File: src/hdl/fnps_pkg.sv
// ----------------------------------------------------------------------------
// fnps_pkg
// Shared constants, register indexes and the lattice hash table for the
// fractal noise pixel shader.
// ----------------------------------------------------------------------------
package fnps_pkg;

  // Configuration register indexes
  localparam logic [2:0] REG_FREQUENCY = 3'd0;
  localparam logic [2:0] REG_OCTAVES   = 3'd1;
  localparam logic [2:0] REG_AMPLITUDE = 3'd2;
  localparam logic [2:0] REG_SEED      = 3'd3;

  localparam int unsigned FREQ_W = 25;
  localparam int unsigned AMP_W  = 17;
  localparam int unsigned NOISE_W = 24;  // one octave sample, 16 fraction bits
  localparam int unsigned QUOT_W  = 16;  // normalized noise, 16 fraction bits

  localparam logic [24:0] FREQUENCY_RST = 25'd167772;
  localparam logic [3:0]  OCTAVES_RST   = 4'd4;
  localparam logic [16:0] AMPLITUDE_RST = 17'd0;
  localparam logic [7:0]  SEED_RST      = 8'd0;

  typedef logic [7:0] byte_t;

  localparam byte_t HASH_TAB [256] = '{
    8'd208,8'd34,8'd231,8'd213,8'd32,8'd248,8'd233,8'd56,8'd161,8'd78,8'd24,8'd140,
    8'd71,8'd48,8'd140,8'd254,8'd245,8'd255,8'd247,8'd247,8'd40,8'd185,8'd248,8'd251,
    8'd245,8'd28,8'd124,8'd204,8'd204,8'd76,8'd36,8'd1,8'd107,8'd28,8'd234,8'd163,
    8'd202,8'd224,8'd245,8'd128,8'd167,8'd204,8'd9,8'd92,8'd217,8'd54,8'd239,8'd174,
    8'd173,8'd102,8'd193,8'd189,8'd190,8'd121,8'd100,8'd108,8'd167,8'd44,8'd43,8'd77,
    8'd180,8'd204,8'd8,8'd81,8'd70,8'd223,8'd11,8'd38,8'd24,8'd254,8'd210,8'd210,
    8'd177,8'd32,8'd81,8'd195,8'd243,8'd125,8'd8,8'd169,8'd112,8'd32,8'd97,8'd53,
    8'd195,8'd13,8'd203,8'd9,8'd47,8'd104,8'd125,8'd117,8'd114,8'd124,8'd165,8'd203,
    8'd181,8'd235,8'd193,8'd206,8'd70,8'd180,8'd174,8'd0,8'd167,8'd181,8'd41,8'd164,
    8'd30,8'd116,8'd127,8'd198,8'd245,8'd146,8'd87,8'd224,8'd149,8'd206,8'd57,8'd4,
    8'd192,8'd210,8'd65,8'd210,8'd129,8'd240,8'd178,8'd105,8'd228,8'd108,8'd245,8'd148,
    8'd140,8'd40,8'd35,8'd195,8'd38,8'd58,8'd65,8'd207,8'd215,8'd253,8'd65,8'd85,
    8'd208,8'd76,8'd62,8'd3,8'd237,8'd55,8'd89,8'd232,8'd50,8'd217,8'd64,8'd244,
    8'd157,8'd199,8'd121,8'd252,8'd90,8'd17,8'd212,8'd203,8'd149,8'd152,8'd140,8'd187,
    8'd234,8'd177,8'd73,8'd174,8'd193,8'd100,8'd192,8'd143,8'd97,8'd53,8'd145,8'd135,
    8'd19,8'd103,8'd13,8'd90,8'd135,8'd151,8'd199,8'd91,8'd239,8'd247,8'd33,8'd39,
    8'd145,8'd101,8'd120,8'd99,8'd3,8'd186,8'd86,8'd99,8'd41,8'd237,8'd203,8'd111,
    8'd79,8'd220,8'd135,8'd158,8'd42,8'd30,8'd154,8'd120,8'd67,8'd87,8'd167,8'd135,
    8'd176,8'd183,8'd191,8'd253,8'd115,8'd184,8'd21,8'd233,8'd58,8'd129,8'd233,8'd142,
    8'd39,8'd128,8'd211,8'd118,8'd137,8'd139,8'd255,8'd114,8'd20,8'd218,8'd113,8'd154,
    8'd27,8'd127,8'd246,8'd250,8'd1,8'd8,8'd198,8'd250,8'd209,8'd92,8'd222,8'd173,
    8'd21,8'd88,8'd102,8'd219
  };

  function automatic byte_t hash_lookup(input byte_t idx);
    return HASH_TAB[idx];
  endfunction

endpackage

File: src/hdl/fnps_div_cell.sv
// ----------------------------------------------------------------------------
// fnps_div_cell
// One restoring division step: resolves one quotient bit of the noise
// normalization and passes the remainder on.
// ----------------------------------------------------------------------------
module fnps_div_cell import fnps_pkg::*; #(
  parameter int J  = 0,
  parameter int AW = 32,
  parameter int DW = 8
) (
  input  logic              clk_i,
  input  logic              rst_ni,
  input  logic              en_i,
  input  logic              valid_i,
  input  logic [AW-1:0]     rem_i,
  input  logic [DW-1:0]     dvs_i,
  input  logic [QUOT_W-1:0] quo_i,
  input  logic              zero_i,
  input  logic [31:0]       rgba_i,
  output logic              valid_o,
  output logic [AW-1:0]     rem_o,
  output logic [DW-1:0]     dvs_o,
  output logic [QUOT_W-1:0] quo_o,
  output logic              zero_o,
  output logic [31:0]       rgba_o
);

  logic [AW-1:0] trial_w;
  logic          fits_w;

  assign trial_w = AW'(dvs_i) << J;
  assign fits_w  = rem_i >= trial_w;

  // hold the valid flag
  always_ff @(posedge clk_i or negedge rst_ni) begin
    if (!rst_ni) begin
      valid_o <= 1'b0;
    end else if (en_i) begin
      valid_o <= valid_i;
    end
  end

  // subtract the shifted divisor when it fits
  always_ff @(posedge clk_i) begin
    if (en_i) begin
      rem_o  <= fits_w ? rem_i - trial_w : rem_i;
      quo_o  <= quo_i | (QUOT_W'(fits_w) << J);
      dvs_o  <= dvs_i;
      zero_o <= zero_i;
      rgba_o <= rgba_i;
    end
  end

endmodule

File: config.mk
export PLATFORM = sky130hd
export DESIGN_NAME = fnps_div_cell
export DESIGN_NICKNAME = d
export VERILOG_FILES = /design/src/hdl/fnps_pkg.sv /design/src/hdl/fnps_div_cell.sv
export SDC_FILE = /design/constraint.sdc
export NUM_CORES = 1
export LEC_CHECK = 0
export BUFFER_PORTS_ARGS = -buffer_cell sky130_fd_sc_hd__buf_2
export CAP_MARGIN = 40
export CORE_UTILIZATION = 35
export CTS_CLUSTER_SIZE = 40
export DETAILED_ROUTE_END_ITERATION = 12
export HOLD_SLACK_MARGIN = 0.1
export PLACE_DENSITY = 0.7
export SYNTH_ARGS = -nofsm -noshare
export SYNTH_HDL_FRONTEND = slang
export SYNTH_SLANG_ARGS = --single-unit
File: constraint.sdc
create_clock -name clk_i -period 0.8 [get_ports clk_i]
set_input_delay 0.12 -clock clk_i [delete_from_list [all_inputs] [get_ports clk_i]]
set_output_delay 0.12 -clock clk_i [all_outputs]
set_load 0.05 [all_outputs]
# Word level (Yosys, flattened, before mapping)
# Index checks and enable logic that the tools add are counted.
# Widths: inputs -> output; s select.
totals:
  reg_bits: 90
  inputBits: 93
  out_inout_bits: 90
  elab_cells: 10
op_classes:
  n_addsub: 1
  order_cmp: 1
  muxes: 1
  bitwise: 1
ops:
  columns: ["operator", "n"]
  rows:
  - ["$ge 32x8->1", 1]
  - ["$mux 32", 1]
  - ["$sub 32x8->32", 1]
  - ["$or 16x1->16", 1]

# Longest topological paths before layout
# Gate-level depths: netlist of run 1.
depth:
  ltp_word: 2
  depth_mapped: 10
  ltp_nobuf: 9

# Worst setup path after synthesis of run 1
# No wires, ideal clock.
synth_timing:
  path_kind: "input -> register"
  startpoint: "input port rem_i[0]"
  endpoint: "register rem_o[27] (data pin)"
  arrival_ns: 1.953
  slack_ns: -1.426
  path_stages: 10
  path_buffers: 1
  cell_sequence: "inv_1 -> ha_1 -> fa_1 -> nor2b_1 -> o31a_1 -> o21ai_1 -> and3b_1 -> buf_4 -> nor4b_1 -> xor2_1"
synth_between:
  elab_chain_len: 2
  word_cells_on_any_way: 3
synth_rtl:
  columns: ["item", "line", "source"]
  rows:
  - ["start: declaration", "fnps_div_cell.sv:15", "input logic [AW-1:0] rem_i,"]
  - ["$sub 32x8->32 / $ge 32x8->1 (equally long branches)", "fnps_div_cell.sv:46, fnps_div_cell.sv:32", null]
  - ["$mux 32 *", "fnps_div_cell.sv:46", "rem_o <= fits_w ? rem_i - trial_w : rem_i;"]
  - ["end signal: assignment", "fnps_div_cell.sv:46", null]
  - ["end: declaration", "fnps_div_cell.sv:21", "output logic [AW-1:0] rem_o,"]
# Mark *: on every way between the ends. The rest lies on a longest branch, timed or not.
# A chain may end at the register's enable or synchronous reset.

# Worst setup path in the final report of run 1
layout_timing:
  startpoint: "input port rem_i[0]"
  endpoint: "register rem_o[31] (data pin)"
# Same word-level chain as after synthesis.

==> flow_metrics.tcl, run 1 <==
set metrics [dict create \
    status "finished, violations left" \
    violations "negative setup slack" \
    clock_skew_ns 0 \
    drive_gt1_share_pct 56.55 \
    cts-hold-fix-buffers 61 \
    diodes 0 \
    power.density_nw_per_um2 1802 \
    clkLatencyLatePin_ns 0.36 \
    core_area_sq_um 10420 \
    fin_hold_ws_ns 0.07079 \
    hold_viol_final 0 \
    syn2layout_area_growth_pct 89.63 \
    ir_drop_v 0.0008810 \
    ys.flop_type "edfxtp_1" \
    netlist.area_leader.share_pct 70.31 \
    die_x_um 106.2 \
    cts_buffers 9 \
    tritoncts "yes" \
    yosys.area.top_type "edfxtp_1" \
    hp-class "input port to flip-flop" \
    gp_congestion 0.7717 \
    io_buffers 182 \
    layout.nets 677 \
    top_layer "met4" \
    start_util_pct 36.49 \
    drv_cap 0 \
    fin_area_sq_um 7208 \
    syn_area_per_cell_sq_um 15.71 \
    worstSetupPathType "input port to flip-flop" \
    wl_per_cell_um 16.54 \
    synth_common_cells "89 x edfxtp_1, 19 x xnor2_1, 17 x nor2_1" \
    required_ns 0.92 \
    critical_path.startpoint_type "input port" \
    route.final.wire_length_mm 11.84 \
    p_leak_nw 3.047 \
    syn_inst 242 \
    cp_data_arrival_time_ns 1.92 \
    clk_pin_slew_worst_paths_ns 0.09 \
    post-dp-hpwl_mm 7.584 \
    n_fill_cell 684 \
    drt-initial-drc-count 137 \
    row_count 37 \
    grt_use_total_pct 21.75 \
    grt_pass1_vias 3683 \
    instances_no_fill 716 \
    synth_nets 344 \
    rsz0062_at_grt "true" \
    multi_input_area_sq_um 1247 \
    yosysMostFrequentCell "edfxtp_1" \
    ant_nets 0 \
    via_count 3357 \
    grt_pass1_wl_mm 18.56 \
    maxSlewHeadroom_pct 76.61 \
    drt-vias-per-instance 4.689 \
    dieHeight_um 106.2 \
    async_flop_share_pct 1.111 \
    regArea_sq_um 2699 \
    ys_seq_elements 90 \
    clk_path_buf_depth 2 \
    synthesis.area_sq_um 3801 \
    htree_levels 3 \
    drv_slew 0 \
    period_share_pct 225.1 \
    tns_ns -51.69 \
    synth_area_leaders "edfxtp_1 70%, xnor2_1 4.4%, ha_1 2.6%" \
    dr_wl_met3_um 731 \
    fin_crit_ns 1.801 \
    finalPower_mw 12.99 \
    dpl_cell_area_sq_um 5565 \
    worst_slack_ns -1.001 \
    grt_remaining_overflow 0 \
    firstDrtPassIters 4 \
    wl_met2_mm 6.457 \
    place_inst 626 \
    setup_viol 123 \
    clockRootBuffer "clkbuf_8" \
    synth.distinct_cells 46 \
    grt_max_degree 29 \
    m1WireLength_mm 4.312 \
    worst_slew_pin_slew_ns 0.3482 \
    synth_warnings 0 \
    max_freq_ghz 0.5553 \
    drc 0 \
    cp-end-kind "flip-flop" \
    antenna_found_initial 0 \
    cts_sinks 90 \
    die_area_sq_um 11280 \
    io_pins 183 \
    seq_area_frac_synth_pct 70.97 \
    synth_edf_count 89 \
    cp_max_fo 5 \
]
==> final timing paths <==
path / startpoint / slack [ns] / to / cells after the start
hold / removal: rem_i[4] / 0.07 / rem_o[4]$_DFFE_PP_ / 2
min in group asynchronous: rst_ni / 0.59 / valid_o$_DFFE_PN0P_ / 3
hold reg to reg: valid_o$_DFFE_PN0P_ / 0.54 / valid_o$_DFFE_PN0P_ / 1
setup reg to reg: valid_o$_DFFE_PN0P_ / 0.02 / valid_o$_DFFE_PN0P_ / 1
max in group asynchronous: rst_ni / 0.09 / valid_o$_DFFE_PN0P_ / 3
setup / recovery: rem_i[0] / -1.00 / rem_o[31]$_DFFE_PP_ / 11
==> where the power goes <==
part / internal, mW / switching (mW) / leakage, nW
clock: 1.46 / 1.66 / 0.0939
combinational: 1.70 / 2.30 / 2.07
sequential: 5.66 / 0.212 / 0.882
==> cell type report <==
cell class | count | share of cell area (%)
clock buffers | 9 | 1.718
clock inverters | 7 | 1.041
inverters | 10 | 0.7290
multi-input cells | 138 | 17.31
flip-flops and latches | 90 | 37.44
well taps | 136 | 2.361
repair buffers | 326 | 39.40
==> cells in the final DEF, fill, tap and decap left out, types with 4 or more instances in the layout <==
cell             n
buf_6          100
edfxtp_1        89
buf_2           87
buf_4           70
dlygate4sd3_1   61
xnor2_1         19
nor2_1          14
xor2_1           9
clkbuf_8         9
inv_1            7
a21oi_1          7
nand2_1          6
nand3_2          6
buf_12           6
nor3_1           5
nor4_4           4
ha_4             4
==> worst max-delay path: stages <==
cell	delay (ns)
buf_8	0.08
inv_4	0.03
ha_4	0.15
fa_2	0.35
nor2b_2	0.13
o31a_1	0.26
o21ai_4	0.10
and3b_2	0.23
buf_6	0.14
nor4b_4	0.22
xor2_1	0.10
==> sequential cells by signal, indices dropped and copies added (netlist names) <==
name,flops
rem_o,32
rgba_o,32
valid_o,1
quo_o,16
zero_o,1
dvs_o,8
==> kinds of logic after synthesis <==
| group | Yosys count | share of synthesized area (%) |
|---|---|---|
| adders and majority gates | 9 | 3.160 |
| AOI/OAI and AO/OA | 27 | 4.839 |
| xor gates and xnor gates | 28 | 6.452 |
| and+or+nand+nor | 73 | 12.57 |
| DFF | 90 | 70.97 |
| buffers and inverters | 14 | 1.712 |
| muxes | 1 | 0.2962 |
==> layer usage <==
layer	GRT usage (%)	vias to the layer above
li1	-	1579
met1	23.03	1614
met2	40.86	139
met3	4.782	25
met4	9.722	0
met5	0	-
==> stage by stage <==
step	worst slack [ns]	utilization, %
floorplan	-1.241	-
global placement	-1.500	53.43
detailed placement	-1.578	53.43
CTS	-0.9819	68.72
global route	-1.074	69.20
finish	-1.001	69.20
==> timing repair <==
item,CTS,global route
setup endpoints to repair,123,123
gates resized for setup,213,8
cloned,1,0
pin swaps,16,9
buffers inserted,9,3
hold endpoints to repair,61,1
Note: power is estimated with default switching activity, not from simulation.
==> run 2, diff against run 1 <==
Settings changed: REMOVE_ABC_BUFFERS set to 1.
==> run 2 against run 1 <==
  * The flow still finishes with violations (negative setup slack)
  * Count of clock-buffer cells in the layout increased by 1
  * Die area unchanged
  * Sequential power about the same
  * Sequential share of layout area decreased by 1.1 points
  * Cell count increased by 2.1%
  * Largest cell class unchanged
==> flow_metrics.tcl, run 2 (synthesis results as in run 1) <==
set metrics [dict create \
    maxSlewHeadroom_pct 75.45 \
    rsz0062_at_grt "true" \
    clockRootBuffer "clkbuf_8" \
    gp_congestion 0.8763 \
    worst_slack_ns -1.096 \
    final_util_pct 71.17 \
    cp_data_arrival_time_ns 2.00 \
    clkLatencyLatePin_ns 0.36 \
    drv_slew 0 \
    critical_path.startpoint_type "input port" \
    fin_crit_ns 1.896 \
    ant_nets 0 \
    firstDrtPassIters 5 \
    hold_viol_final 0 \
    mostFrequentLayoutCells "102 x buf_6, 89 x edfxtp_1, 85 x buf_2" \
    fin_hold_ws_ns 0.09467 \
    drive_gt1_share_pct 59.76 \
    power.density_nw_per_um2 1772 \
    clock_skew_ns 0 \
    grt_pass1_vias 3582 \
    setup_viol 124 \
    violations "negative setup slack" \
    start_util_pct 36.49 \
    die_x_um 106.2 \
    drt-vias-per-instance 4.653 \
    route.final.wire_length_mm 11.89 \
    clk_pin_slew_worst_paths_ns 0.09 \
    htree_levels 3 \
    core_area_sq_um 10420 \
    p_leak_nw 3.122 \
    reg.largest.list "rem_o: 32 flops, rgba_o: 32 flops, quo_o: 16 flops" \
    cts_sinks 90 \
    io_buffers 182 \
    worst_slew_pin_slew_ns 0.3648 \
    ir_drop_v 0.0008739 \
    syn2layout_area_growth_pct 95.03 \
    die_area_sq_um 11280 \
    dp_slack_ns -1.547 \
    wl_per_cell_um 16.27 \
    tritoncts "yes" \
    cp_max_fo 5 \
    drv_cap 0 \
    drt-initial-drc-count 83 \
    period_share_pct 236.9 \
    n_fill_cell 679 \
    final_common_cell "buf_6" \
    clk_path_buf_depth 2 \
    cp-end-kind "flip-flop" \
    max_freq_ghz 0.5276 \
    hp-class "input port to flip-flop" \
    tns_ns -54.39 \
    worstSetupPathType "input port to flip-flop" \
    cts_buffers 9 \
    grt_max_degree 48 \
    antenna_found_initial 1 \
    post-dp-hpwl_mm 7.556 \
    cts-hold-fix-buffers 62 \
    row_count 37 \
    drc 0 \
    via_count 3401 \
    io_pins 183 \
    grt_use_total_pct 21.20 \
    status "finished, violations left" \
    required_ns 0.91 \
    dieHeight_um 106.2 \
    grt_pass1_wl_mm 17.93 \
    grt_remaining_overflow 0 \
    layout.nets 691 \
]
[run 2: cell types whose count changed in the layout (fill, tap and decap cells not counted), sizes merged]
cell         previous run  this run
dlygate4sd3            61        62
diode                   0         1
clkinv                  2         1
buf                   264       278
[run 2: final cells by class]
type | count | area (sq um) | share of cell area (%)
inverters | 10 | 42.54 | 0.5738
diodes | 1 | 2.502 | 0.03376
repair buffers | 340 | 2945 | 39.73
clock inverters | 6 | 71.32 | 0.9620
multi-input cells | 138 | 1346 | 18.16
well taps | 136 | 170.2 | 2.295
flip-flops and latches | 90 | 2698 | 36.39
clock buffers | 10 | 137.6 | 1.857
[run 2: worst paths after layout]
path	end	cells after the start	startpoint	slack, ns
max in group asynchronous	valid_o$_DFFE_PN0P_	3	rst_ni	0.08
min in group asynchronous	valid_o$_DFFE_PN0P_	3	rst_ni	0.61
max reg2reg	valid_o$_DFFE_PN0P_	2	valid_o$_DFFE_PN0P_	-0.11
min	rem_o[30]$_DFFE_PP_	2	rem_i[30]	0.09
min reg2reg	valid_o$_DFFE_PN0P_	2	valid_o$_DFFE_PN0P_	0.67
max	rem_o[22]$_DFFE_PP_	11	rem_i[0]	-1.10
[run 2: through the flow]
step / cell area (sq um) / power, mW / std cells
6_report: 7413 / 13.14 / 731
5_1_grt: 7413 / 13.59 / 731
4_1_cts: 7181 / 13.05 / 719
3_5_place_dp: 5473 / 8.871 / 633
3_3_place_gp: 5473 / 8.830 / 633
2_1_floorplan: 3774 / 7.715 / 238
[run 2: metal layers]
layer	vias to the layer above	track usage (%)	part of all wire [%]
met1	1618	23.34	38
li1	1611	-	-
met3	30	4.598	6.1
met5	-	0	0
met4	0	9.921	3.4
met2	142	38.64	53
[run 2: worst max-delay path, cell delays in order]
cell and delay, ns:
buf_8 0.10, inv_4 0.05, ha_4 0.13, fa_2 0.22
nor2b_2 0.05, o31a_1 0.27, buf_6 0.13, o211a_4 0.25
a311o_2 0.39, nor3_2 0.21, xor2_1 0.09
[run 2: report_power, final]
group	switching [mW]	internal, mW
Sequential	0.210	5.66
Clock	1.69	1.56
Combinational	2.29	1.72
[run 2: repair_timing]
action                     CTS  global route
hold endpoints to repair    62             1
setup buffers                7            14
cloned                       1             0
setup endpoints to repair  123           124
pin swaps                   22            17
gates resized for setup    237            35
